--- config.mk ---
export PLATFORM = sky130hd
export DESIGN_NAME = json_string_unescape_utf8_flat
export DESIGN_NICKNAME = d
export VERILOG_FILES = /design/src/rtl/jsu_pkg.sv /design/src/rtl/jsu_text_if.sv /design/src/rtl/jsu_result_if.sv /design/src/rtl/jsu_decode.sv /design/src/rtl/jsu_emit.sv /design/src/rtl/json_string_unescape_utf8.sv /design/src/flat_wrapper.sv
export SDC_FILE = /design/constraint.sdc
export NUM_CORES = 1
export LEC_CHECK = 0
export ABC_AREA = 1
export BUFFER_PORTS_ARGS = -buffer_cell sky130_fd_sc_hd__buf_2
export CAP_MARGIN = 20
export CORE_MARGIN = 10
export CORE_UTILIZATION = 30
export DETAILED_ROUTE_END_ITERATION = 6
export GPL_TIMING_DRIVEN = 0
export PLACE_DENSITY = 0.54
export SLEW_MARGIN = 5
export SYNTH_ARGS = -nofsm -noshare
export SYNTH_HDL_FRONTEND = slang
export SYNTH_HIERARCHICAL = 1
export SYNTH_SLANG_ARGS = --single-unit
--- constraint.sdc ---
create_clock -name clk -period 6.54 [get_ports clk]
set_input_delay 0.981 -clock clk [delete_from_list [all_inputs] [get_ports clk]]
set_output_delay 0.981 -clock clk [all_outputs]
set_load 0.005 [all_outputs]
--- src/rtl/jsu_pkg.sv ---
// Shared types and codes for the JSON string unescaper.
package jsu_pkg;

  typedef enum logic [1:0] {
    KIND_DATA  = 2'd0,
    KIND_CLOSE = 2'd1,
    KIND_ERROR = 2'd2
  } kind_t;

  typedef enum logic [2:0] {
    ERR_UNTERM    = 3'd0,
    ERR_ESCAPE    = 3'd1,
    ERR_UNICODE   = 3'd2,
    ERR_SURROGATE = 3'd3,
    ERR_CONTROL   = 3'd4
  } err_t;

  typedef enum logic [6:0] {
    MODE_PLAIN   = 7'b0000001,
    MODE_ESC     = 7'b0000010,
    MODE_HEX1    = 7'b0000100,
    MODE_WANT_BS = 7'b0001000,
    MODE_WANT_U  = 7'b0010000,
    MODE_HEX2    = 7'b0100000,
    MODE_DONE    = 7'b1000000
  } mode_t;

  localparam logic [7:0] CH_QUOTE = 8'h22;
  localparam logic [7:0] CH_BSL   = 8'h5C;
  localparam logic [7:0] CH_SLASH = 8'h2F;
  localparam logic [7:0] CH_B     = 8'h62;
  localparam logic [7:0] CH_F     = 8'h66;
  localparam logic [7:0] CH_N     = 8'h6E;
  localparam logic [7:0] CH_R     = 8'h72;
  localparam logic [7:0] CH_T     = 8'h74;
  localparam logic [7:0] CH_U     = 8'h75;

  localparam logic [5:0] HIGH_SURR_TOP = 6'b110110;
  localparam logic [5:0] LOW_SURR_TOP  = 6'b110111;
  localparam logic [20:0] SUPP_BASE    = 21'h10000;

  // Results caused by one input transfer, at most four.
  typedef struct packed {
    logic             has;
    logic [1:0]       top_idx;
    logic [3:0][7:0]  bytes;
    kind_t            kind;
    err_t             code;
  } group_t;

endpackage

--- src/rtl/jsu_text_if.sv ---
// Input channel carrying string body bytes and the end marker.
interface jsu_text_if;
  logic       valid;
  logic       ready;
  logic [7:0] in_byte;
  logic       end_of_text;

  modport source (output valid, output in_byte, output end_of_text, input ready);
  modport sink   (input valid, input in_byte, input end_of_text, output ready);
endinterface

--- src/rtl/jsu_result_if.sv ---
// Output channel carrying decoded bytes, close and error results.
interface jsu_result_if;
  logic          valid;
  logic          ready;
  logic [7:0]    out_byte;
  jsu_pkg::kind_t kind;
  jsu_pkg::err_t  error_code;
  logic          last;

  modport source (output valid, output out_byte, output kind, output error_code,
                  output last, input ready);
  modport sink   (input valid, input out_byte, input kind, input error_code,
                  input last, output ready);
endinterface

--- src/rtl/jsu_decode.sv ---
// Escape decoder state and the results one input byte causes.
module jsu_decode (
  input  logic             clk,
  input  logic             rst,
  input  logic             take,
  input  logic [7:0]       in_byte,
  input  logic             end_of_text,
  output jsu_pkg::group_t  grp
);

  jsu_pkg::mode_t mode, mode_next;
  logic [1:0]     digit_count, digit_count_next;
  logic [15:0]    high_unit, high_unit_next;
  logic [15:0]    low_unit, low_unit_next;

  logic [3:0]  dval;
  logic        dok;
  logic [15:0] hu_sh;
  logic [15:0] lu_sh;
  logic [20:0] cp;

  always_comb begin
    dok  = 1'b1;
    dval = 4'd0;
    if (in_byte >= 8'h30 && in_byte <= 8'h39) begin
      dval = in_byte[3:0];
    end else if ((in_byte >= 8'h61 && in_byte <= 8'h66) ||
                 (in_byte >= 8'h41 && in_byte <= 8'h46)) begin
      dval = in_byte[3:0] + 4'd9;
    end else begin
      dok = 1'b0;
    end
  end

  assign hu_sh = {high_unit[11:0], dval};
  assign lu_sh = {low_unit[11:0], dval};
  assign cp    = jsu_pkg::SUPP_BASE + {1'b0, high_unit[9:0], lu_sh[9:0]};

  always_comb begin
    mode_next        = mode;
    digit_count_next = digit_count;
    high_unit_next   = high_unit;
    low_unit_next    = low_unit;
    grp              = '0;
    grp.kind         = jsu_pkg::KIND_DATA;
    grp.code         = jsu_pkg::ERR_UNTERM;
    if (end_of_text) begin
      unique case (mode)
        jsu_pkg::MODE_PLAIN, jsu_pkg::MODE_ESC: begin
          grp.has = 1'b1;
          grp.kind = jsu_pkg::KIND_ERROR;
          grp.code = jsu_pkg::ERR_UNTERM;
          mode_next = jsu_pkg::MODE_DONE;
        end
        jsu_pkg::MODE_HEX1, jsu_pkg::MODE_HEX2: begin
          grp.has = 1'b1;
          grp.kind = jsu_pkg::KIND_ERROR;
          grp.code = jsu_pkg::ERR_UNICODE;
          mode_next = jsu_pkg::MODE_DONE;
        end
        jsu_pkg::MODE_WANT_BS, jsu_pkg::MODE_WANT_U: begin
          grp.has = 1'b1;
          grp.kind = jsu_pkg::KIND_ERROR;
          grp.code = jsu_pkg::ERR_SURROGATE;
          mode_next = jsu_pkg::MODE_DONE;
        end
        default: begin
          mode_next        = jsu_pkg::MODE_PLAIN;
          digit_count_next = 2'd0;
          high_unit_next   = 16'd0;
          low_unit_next    = 16'd0;
        end
      endcase
    end else begin
      unique case (mode)
        jsu_pkg::MODE_PLAIN: begin
          if (in_byte == jsu_pkg::CH_QUOTE) begin
            grp.has = 1'b1;
            grp.kind = jsu_pkg::KIND_CLOSE;
            mode_next = jsu_pkg::MODE_DONE;
          end else if (in_byte == jsu_pkg::CH_BSL) begin
            mode_next = jsu_pkg::MODE_ESC;
          end else if (in_byte < 8'h20) begin
            grp.has = 1'b1;
            grp.kind = jsu_pkg::KIND_ERROR;
            grp.code = jsu_pkg::ERR_CONTROL;
            mode_next = jsu_pkg::MODE_DONE;
          end else begin
            grp.has = 1'b1;
            grp.bytes[0] = in_byte;
          end
        end
        jsu_pkg::MODE_ESC: begin
          mode_next = jsu_pkg::MODE_PLAIN;
          grp.has = 1'b1;
          case (in_byte)
            jsu_pkg::CH_QUOTE, jsu_pkg::CH_BSL, jsu_pkg::CH_SLASH: grp.bytes[0] = in_byte;
            jsu_pkg::CH_B: grp.bytes[0] = 8'h08;
            jsu_pkg::CH_F: grp.bytes[0] = 8'h0C;
            jsu_pkg::CH_N: grp.bytes[0] = 8'h0A;
            jsu_pkg::CH_R: grp.bytes[0] = 8'h0D;
            jsu_pkg::CH_T: grp.bytes[0] = 8'h09;
            jsu_pkg::CH_U: begin
              grp.has          = 1'b0;
              mode_next        = jsu_pkg::MODE_HEX1;
              digit_count_next = 2'd0;
              high_unit_next   = 16'd0;
            end
            default: begin
              grp.kind  = jsu_pkg::KIND_ERROR;
              grp.code  = jsu_pkg::ERR_ESCAPE;
              mode_next = jsu_pkg::MODE_DONE;
            end
          endcase
        end
        jsu_pkg::MODE_HEX1: begin
          if (!dok) begin
            grp.has = 1'b1;
            grp.kind = jsu_pkg::KIND_ERROR;
            grp.code = jsu_pkg::ERR_UNICODE;
            mode_next = jsu_pkg::MODE_DONE;
          end else begin
            high_unit_next = hu_sh;
            if (digit_count != 2'd3) begin
              digit_count_next = digit_count + 2'd1;
            end else begin
              digit_count_next = 2'd0;
              if (hu_sh[15:10] == jsu_pkg::HIGH_SURR_TOP) begin
                mode_next = jsu_pkg::MODE_WANT_BS;
              end else begin
                mode_next = jsu_pkg::MODE_PLAIN;
                grp.has = 1'b1;
                if (hu_sh[15:7] == 9'd0) begin
                  grp.bytes[0] = hu_sh[7:0];
                end else if (hu_sh[15:11] == 5'd0) begin
                  grp.top_idx  = 2'd1;
                  grp.bytes[0] = {3'b110, hu_sh[10:6]};
                  grp.bytes[1] = {2'b10, hu_sh[5:0]};
                end else begin
                  grp.top_idx  = 2'd2;
                  grp.bytes[0] = {4'b1110, hu_sh[15:12]};
                  grp.bytes[1] = {2'b10, hu_sh[11:6]};
                  grp.bytes[2] = {2'b10, hu_sh[5:0]};
                end
              end
            end
          end
        end
        jsu_pkg::MODE_WANT_BS: begin
          if (in_byte != jsu_pkg::CH_BSL) begin
            grp.has = 1'b1;
            grp.kind = jsu_pkg::KIND_ERROR;
            grp.code = jsu_pkg::ERR_SURROGATE;
            mode_next = jsu_pkg::MODE_DONE;
          end else begin
            mode_next = jsu_pkg::MODE_WANT_U;
          end
        end
        jsu_pkg::MODE_WANT_U: begin
          if (in_byte != jsu_pkg::CH_U) begin
            grp.has = 1'b1;
            grp.kind = jsu_pkg::KIND_ERROR;
            grp.code = jsu_pkg::ERR_SURROGATE;
            mode_next = jsu_pkg::MODE_DONE;
          end else begin
            mode_next        = jsu_pkg::MODE_HEX2;
            digit_count_next = 2'd0;
            low_unit_next    = 16'd0;
          end
        end
        jsu_pkg::MODE_HEX2: begin
          if (!dok) begin
            grp.has = 1'b1;
            grp.kind = jsu_pkg::KIND_ERROR;
            grp.code = jsu_pkg::ERR_UNICODE;
            mode_next = jsu_pkg::MODE_DONE;
          end else begin
            low_unit_next = lu_sh;
            if (digit_count != 2'd3) begin
              digit_count_next = digit_count + 2'd1;
            end else begin
              digit_count_next = 2'd0;
              grp.has = 1'b1;
              if (lu_sh[15:10] != jsu_pkg::LOW_SURR_TOP) begin
                grp.kind = jsu_pkg::KIND_ERROR;
                grp.code = jsu_pkg::ERR_SURROGATE;
                mode_next = jsu_pkg::MODE_DONE;
              end else begin
                mode_next    = jsu_pkg::MODE_PLAIN;
                grp.top_idx  = 2'd3;
                grp.bytes[0] = {5'b11110, cp[20:18]};
                grp.bytes[1] = {2'b10, cp[17:12]};
                grp.bytes[2] = {2'b10, cp[11:6]};
                grp.bytes[3] = {2'b10, cp[5:0]};
              end
            end
          end
        end
        default: begin
          mode_next = mode;
        end
      endcase
    end
  end

  always_ff @(posedge clk) begin
    if (rst) begin
      mode        <= jsu_pkg::MODE_PLAIN;
      digit_count <= 2'd0;
      high_unit   <= 16'd0;
      low_unit    <= 16'd0;
    end else if (take) begin
      mode        <= mode_next;
      digit_count <= digit_count_next;
      high_unit   <= high_unit_next;
      low_unit    <= low_unit_next;
    end
  end

endmodule

--- src/rtl/jsu_emit.sv ---
// Result register that presents the bytes of one group one per transfer.
module jsu_emit (
  input  logic            clk,
  input  logic            rst,
  input  logic            take,
  input  jsu_pkg::group_t grp_in,
  output logic            free,
  jsu_result_if.source    dst
);

  jsu_pkg::group_t grp;
  logic            busy;
  logic [1:0]      idx;
  logic            at_last;

  assign at_last        = idx == grp.top_idx;
  assign free           = !busy || (dst.ready && at_last);
  assign dst.valid      = busy;
  assign dst.out_byte   = grp.bytes[idx];
  assign dst.kind       = grp.kind;
  assign dst.error_code = grp.code;
  assign dst.last       = at_last;

  always_ff @(posedge clk) begin
    if (take && grp_in.has) begin
      grp <= grp_in;
    end
  end

  always_ff @(posedge clk) begin
    if (rst) begin
      busy <= 1'b0;
      idx  <= 2'd0;
    end else if (take && grp_in.has) begin
      busy <= 1'b1;
      idx  <= 2'd0;
    end else if (busy && dst.ready) begin
      if (at_last) begin
        busy <= 1'b0;
      end else begin
        idx <= idx + 2'd1;
      end
    end
  end

endmodule

--- src/rtl/json_string_unescape_utf8.sv ---
// Top level of the JSON string body unescaper with UTF-8 output.
// One byte of the string body is taken per transfer on text, starting after the
// opening quote; each byte is decoded in the cycle it is taken and its results
// are registered for the result channel the next cycle. A byte that gives one
// result, or none, is taken every cycle while the result side keeps up. A
// \uXXXX escape that ends in 2, 3 or 4 UTF-8 bytes holds the result register
// as its bytes go out, and text is stalled until its last byte is transferred;
// the result register is the only thing that limits the rate. Close and error
// results come as a single transfer with last set, after which further bytes
// are taken without result until an end_of_text transfer rearms the block.
module json_string_unescape_utf8 (
  input logic          clk,
  input logic          rst,
  jsu_text_if.sink     text,
  jsu_result_if.source result
);

  jsu_pkg::group_t grp;
  logic            free;
  logic            take;

  assign text.ready = free;
  assign take       = text.valid && free;

  jsu_decode u_decode (
    .clk         (clk),
    .rst         (rst),
    .take        (take),
    .in_byte     (text.in_byte),
    .end_of_text (text.end_of_text),
    .grp         (grp)
  );

  jsu_emit u_emit (
    .clk    (clk),
    .rst    (rst),
    .take   (take),
    .grp_in (grp),
    .free   (free),
    .dst    (result)
  );

  a_no_overrun: assert property (@(posedge clk) disable iff (rst)
    (result.valid && !result.ready) |-> !text.ready)
    else $error("Input taken while a result is stalled.");

  a_ctrl_single: assert property (@(posedge clk) disable iff (rst)
    (result.valid && result.kind != jsu_pkg::KIND_DATA) |-> result.last)
    else $error("Close or error result is not the last of its group.");

  a_group_cont: assert property (@(posedge clk) disable iff (rst)
    (result.valid && result.ready && !result.last) |=> result.valid)
    else $error("Group of UTF-8 bytes cut short.");

  a_code_zero: assert property (@(posedge clk) disable iff (rst)
    (result.valid && result.kind != jsu_pkg::KIND_ERROR) |->
      (result.error_code == jsu_pkg::ERR_UNTERM))
    else $error("Error code set on a non-error result.");

endmodule
--- src/flat_wrapper.sv ---
// flat-port wrapper written by rule: the top's interface ports become plain ports
module json_string_unescape_utf8_flat 
  (clk, rst, text_valid, text_in_byte, text_end_of_text, text_ready, result_valid, result_out_byte, result_kind, result_error_code, result_last, result_ready);
  jsu_text_if text_i ();
  jsu_result_if result_i ();
  input logic clk;
  input logic rst;
  input wire logic [$bits(text_i.valid)-1:0] text_valid;
  input wire logic [$bits(text_i.in_byte)-1:0] text_in_byte;
  input wire logic [$bits(text_i.end_of_text)-1:0] text_end_of_text;
  output wire logic [$bits(text_i.ready)-1:0] text_ready;
  output wire logic [$bits(result_i.valid)-1:0] result_valid;
  output wire logic [$bits(result_i.out_byte)-1:0] result_out_byte;
  output wire logic [$bits(result_i.kind)-1:0] result_kind;
  output wire logic [$bits(result_i.error_code)-1:0] result_error_code;
  output wire logic [$bits(result_i.last)-1:0] result_last;
  input wire logic [$bits(result_i.ready)-1:0] result_ready;
  assign text_i.valid = text_valid;
  assign text_i.in_byte = text_in_byte;
  assign text_i.end_of_text = text_end_of_text;
  assign text_ready = text_i.ready;
  assign result_valid = result_i.valid;
  assign result_out_byte = result_i.out_byte;
  assign result_kind = result_i.kind;
  assign result_error_code = result_i.error_code;
  assign result_last = result_i.last;
  assign result_i.ready = result_ready;
  json_string_unescape_utf8 u_core (.clk(clk), .rst(rst), .text(text_i), .result(result_i));
endmodule
---- Word-level counts from Yosys, hierarchy flattened ----
Cells that the tools add are included.
W data, S select, Z words.
operators by class
  $add $sub $neg .......................... 4
  multipliers ............................. 0
  div/mod/pow operators ................... 0
  order comparisons ....................... 8
  eq/ne operators ......................... 30
  shifts and indexed selects .............. 0
  muxes and demuxes ....................... 84
  bitwise gates (word level) .............. 3
  reductions and logical operators ........ 34
operators by type and width
  operator                  count
  $mux W12                  7
  $mux W7                   12
  $mux W24                  3
  $mux W34                  2
  $eq A8 B7 Y1 const B      7
  $pmux W12 S2              2
  $pmux W8 S6               1
  $pmux W7 S6               1
  $mux W40                  1
  $mux W5                   8
  $mux W8                   5
  $pmux W16 S2              1
  $pmux W8 S4               1
  $pmux W5 S6               1
  $add A17 B20 Y21 const A  1
  $mux W2                   10
  $bmux W8 S2               1
  $eq A8 B6 Y1 const B      2
  $ge A8 B7 Y1 const B      2
  $le A8 B7 Y1 const B      2
  $mux W16                  1
  $ne A8 B7 Y1 const B      2
  $pmux W5 S3               1
  $reduce_and A5 Y1         3
  49 further kinds          86
storage, ports and cells
  bits in registers ....................... 75
  bits in latches ......................... 0
  memory bits (writable) .................. 0
  memory bits (read-only) ................. 0
  bits of input ports ..................... 13
  output and inout port bits .............. 16
  word-level logic and storage cells ...... 177
  memories kept ........................... 0

---- Longest topological paths before layout ----
  depth in word-level cells ............... 14
  gate-level depth with buffers ........... 16
  mapped depth without buffers ............ 16

---- Hierarchy ----
Netlist, hierarchy kept.
by module, submodules not included
  module                     times used  cells an instance  area an instance (um^2)  sequential area each (um^2)
  jsu_decode                 1           602                3275.6                   660.6
  jsu_emit                   1           120                1650.3                   1231.2
  json_string_unescape_utf8  1           2                  7.5                      0.0

---- Least setup slack after synthesis ----
Ideal clock, no wire load.
  path kind ............................... input to register
  start point ............................. input port text_in_byte[0]
  end point ............................... register u_core.u_emit.grp, in the netlist u_core/u_emit/dst.error_code[0] (enable)
  setup time .............................. 0.394 ns
  arrival ................................. 2.832 ns
  data required time ...................... 6.146 ns
  slack ................................... 3.314 ns
  stages on the path ...................... 11
  path buffers ............................ 0
  path through ............................ inv_1 > ha_1 > nand2_1 > nand3_1 > nand2_2 > nand3_1 > nand2_1 > a21oi_1 > a21boi_0 > nand2_1 > inv_1
RTL lines
  element               line               RTL
  from (decl)           flat_wrapper.sv:9  input wire logic [$bits(text_i.in_byte)-1:0] text_in_byte;
  to (signal assigned)  jsu_emit.sv:26     grp <= grp_in;
  to (decl)             jsu_emit.sv:11     jsu_pkg::group_t grp;

==> metrics.txt <==
Worst setup SP type primary input; total wire length 13.9 mm; largest net degree at the start of global routing 41; Area after DPL about 5300 sq um; Top FF cell, synth edfxtp_1; IO Count 29; TritonCTS clock tree yes; pwr dens 363 nW/um^2; post-CTS setup buffers 0; reg2reg start u_core/u_decode/mode[2]$_SDFFE_PP0P_; CP max FO 40; outcome finished clean; Critical Path End u_core/u_emit/grp[34]$_DFFE_PP_; CTS root buffer clkbuf_16; most common library cells after synthesis nand2_1 (183), nor2_1 (151), inv_1 (78); Post-Synthesis Cells a little over 700; Resized cells post-CTS 0; multi-input gate area in the final layout 2510 sq um; number of global-route vias before repair 4,173; hold buffers post-CTS 0; Inst Count DP 969; VDD IR max 0.000129 V; Worst-Margin Slew 0.847 ns; CTS max path bufs 2; DRT iter0 DRCs 329; RSZ-0062 raised after global routing no; critical path class primary input to register; post-synth cell types 38; Overall Power a little over 0.002 W; Final Hold Vio Count 0; reg2reg path depth 11; setup violators final 0; die area 22,000 sq um; worst-skew pair later-pin latency 0.34 ns; WP data arrival 3.39 ns; Initial Util ~31%; post-route setup slack 3.12 ns; most frequent cell after synthesis nand2_1; number of max-cap violations 0; synth-to-layout area growth 14.3%; grt ovf 0; Final min period between 3 and 4 ns; Async SR Flop Fraction 0%; Final #Nets 784; clock sink count 75; Reg area around 1900 sq um; Final ANT Viol Nets 0; clock-pin slew on the worst setup and hold paths approximately 0.06 ns; HPWL Detailed 10.5 mm; Buffers on Ports 27; Final Cell Area 5640 sq um; DRC Markers 0; fin. max-slew vios 0; number of synthesized flops with an enable pin 39; via/cell ratio roughly 4.6; Setup WS pre-CTS 2.79 ns; yosys warns 6; Reg2Reg Setup Slack 3.69 ns; worst path required time 6.51 ns; fin cells 986; Yosys reg bits 75; Pre-antenna DRT Iters 7; ranking of synthesized cells by area edfxtp_1 (24%), dfxtp_1 (15%), nand2_1 (14%); crit path from text_in_byte[0]; maximum achievable frequency just under 300 MHz; DR WL/cell 14.1 um; TritonCTS buffer count 9; relative slew slack a little over two fifths; initial antenna violation count 1; first-pass GRT wire length 22.1 mm; Worst Skew 0.00647 ns; reg-to-reg endpoint u_core/u_emit/grp[34]$_DFFE_PP_; TNS Setup 0 ns; Die Span X 148 um; leak pwr 2.67 nW; layout cells sized above 1 16.1%; Total Routing Usage GR 12.5%; core area 16,000 sq um; Avg Inst Size Synth 6.81 sq um; Min-Delay Path Class register to register; Vias 4,532; CTS HTree Levels 3; register area share after synthesis between 30% and 40%; crit share post-route roughly 52%; die height 148 um; Synth area leader edfxtp_1; site row count 46; CP Capture Type register; Netlist Area Pre-Place 4930 sq um; Filler Cells Inserted 1,755; routability cong. 0.877; top-area cell type share of the netlist area 23.7%
worst min-delay path by stage:
stage / depth (start not counted) / endpoint / from / slack, ns
final: 2 / u_core/u_decode/low_unit[4]$_SDFFE_PP0P_ / u_core/u_decode/low_unit[4]$_SDFFE_PP0P_ / 0.49
after global routing: 4 / u_core/u_decode/low_unit[11]$_SDFFE_PP0P_ / u_core/u_decode/low_unit[11]$_SDFFE_PP0P_ / 0.54
after CTS: 2 / u_core/u_decode/low_unit[4]$_SDFFE_PP0P_ / u_core/u_decode/low_unit[4]$_SDFFE_PP0P_ / 0.49
after detailed placement: 2 / u_core/u_decode/low_unit[4]$_SDFFE_PP0P_ / u_core/u_decode/low_unit[4]$_SDFFE_PP0P_ / 0.47
after global placement: 2 / u_core/u_decode/low_unit[4]$_SDFFE_PP0P_ / u_core/u_decode/low_unit[4]$_SDFFE_PP0P_ / 0.46
after floorplan: 2 / u_core/u_decode/low_unit[4]$_SDFFE_PP0P_ / u_core/u_decode/low_unit[4]$_SDFFE_PP0P_ / 0.45
per-stage QoR:
stage	hold WS [ns]	util, %
after detailed placement	0.470	33.4
after floorplan	0.452	-
after global routing	0.535	35.2
after global placement	0.463	33.4
after CTS	0.487	35.2
final	0.487	35.2
sequential cells by signal, indices dropped and copies added, names as in the netlist:
name and count:
u_core/u_decode/mode 7, u_core/u_emit/grp 34, u_core/u_emit/dst.valid 1, u_core/u_decode/high_unit 12, u_core/u_emit/idx 2, u_core/u_decode/digit_count 2, u_core/u_decode/low_unit 12, u_core/u_emit/dst.error_code 3
u_core/u_emit/dst.kind 2
critical path, cell delays in order:
cell and delay (ns):
buf_2 0.18, inv_1 0.11, ha_1 0.27, nand2_1 0.08, nand3_1 0.07, nand2_2 0.18
nand3_1 0.20, nand2_1 0.16, a21oi_1 0.06, a21boi_0 0.30, nand2_1 0.14, inv_2 0.64
kinds of logic (layout without fill, tap and decap cells):
logic type / after synthesis / count (layout) / share of synthesized area, %
adder cells (fa/ha/maj): 7 / 7 / 1.78
XOR/XNOR: 6 / 6 / 1.07
flip-flops: 75 / 75 / 38.3
buffers and inverters: 120 / 163 / 10.9
AND/OR/NAND/NOR: 430 / 430 / 37.9
other: 1 / 4 / 0.0760
AO/OA/AOI/OAI: 85 / 85 / 9.92
report_power, final:
group / total (W) / switching, W / leakage (nW) / internal (W)
combinational: 0.000807 / 0.000546 / 1.87 / 0.000262
clock: 0.000489 / 0.000223 / 0.140 / 0.000266
sequential: 0.000751 / 0.0000776 / 0.663 / 0.000673
layer usage:
layer	vias to the layer above	part of all wire, %	wire (um)	GRT usage [%]
li1	2364	-	-	-
met1	2060	49	6760	16.5
met2	95	45	6220	19.6
met3	13	5.2	719	2.82
met4	0	1.6	229	4.46
met5	-	0	0	0
cell type report:
class                   instances  area share, %
repair buffers                 27           2.40
multi-input cells             531           44.5
clock buffers                   9           3.99
clock inverters                 7           1.15
well taps                     216           4.79
flip-flops and latches         75           33.5
diodes                          1         0.0444
plain buffers                  25           3.13
inverters                      95           6.41
placed cells by master (no fill, tap or decap), drive strengths merged:
master / synthesis / layout
nand2: 199 / 199
nor2: 166 / 166
inv: 95 / 99
nand3: 49 / 49
o21ai: 49 / 49
buf: 21 / 48
edfxtp: 39 / 39
dfxtp: 36 / 36
a21oi: 20 / 20
clkbuf: 4 / 13
o22ai: 11 / 11
nor3: 7 / 7
ha: 7 / 7
nand4: 5 / 5
xor2: 5 / 5
conb: 1 / 3
clkinv: 0 / 2
o211ai: 2 / 2
nand3b: 2 / 2
diode: 0 / 1
clkinvlp: 0 / 1
or2: 1 / 1
o31ai: 1 / 1
xnor2: 1 / 1
a21boi: 1 / 1
o21bai: 1 / 1
nor4: 1 / 1
Note: power is estimated with default switching activity, not from simulation.
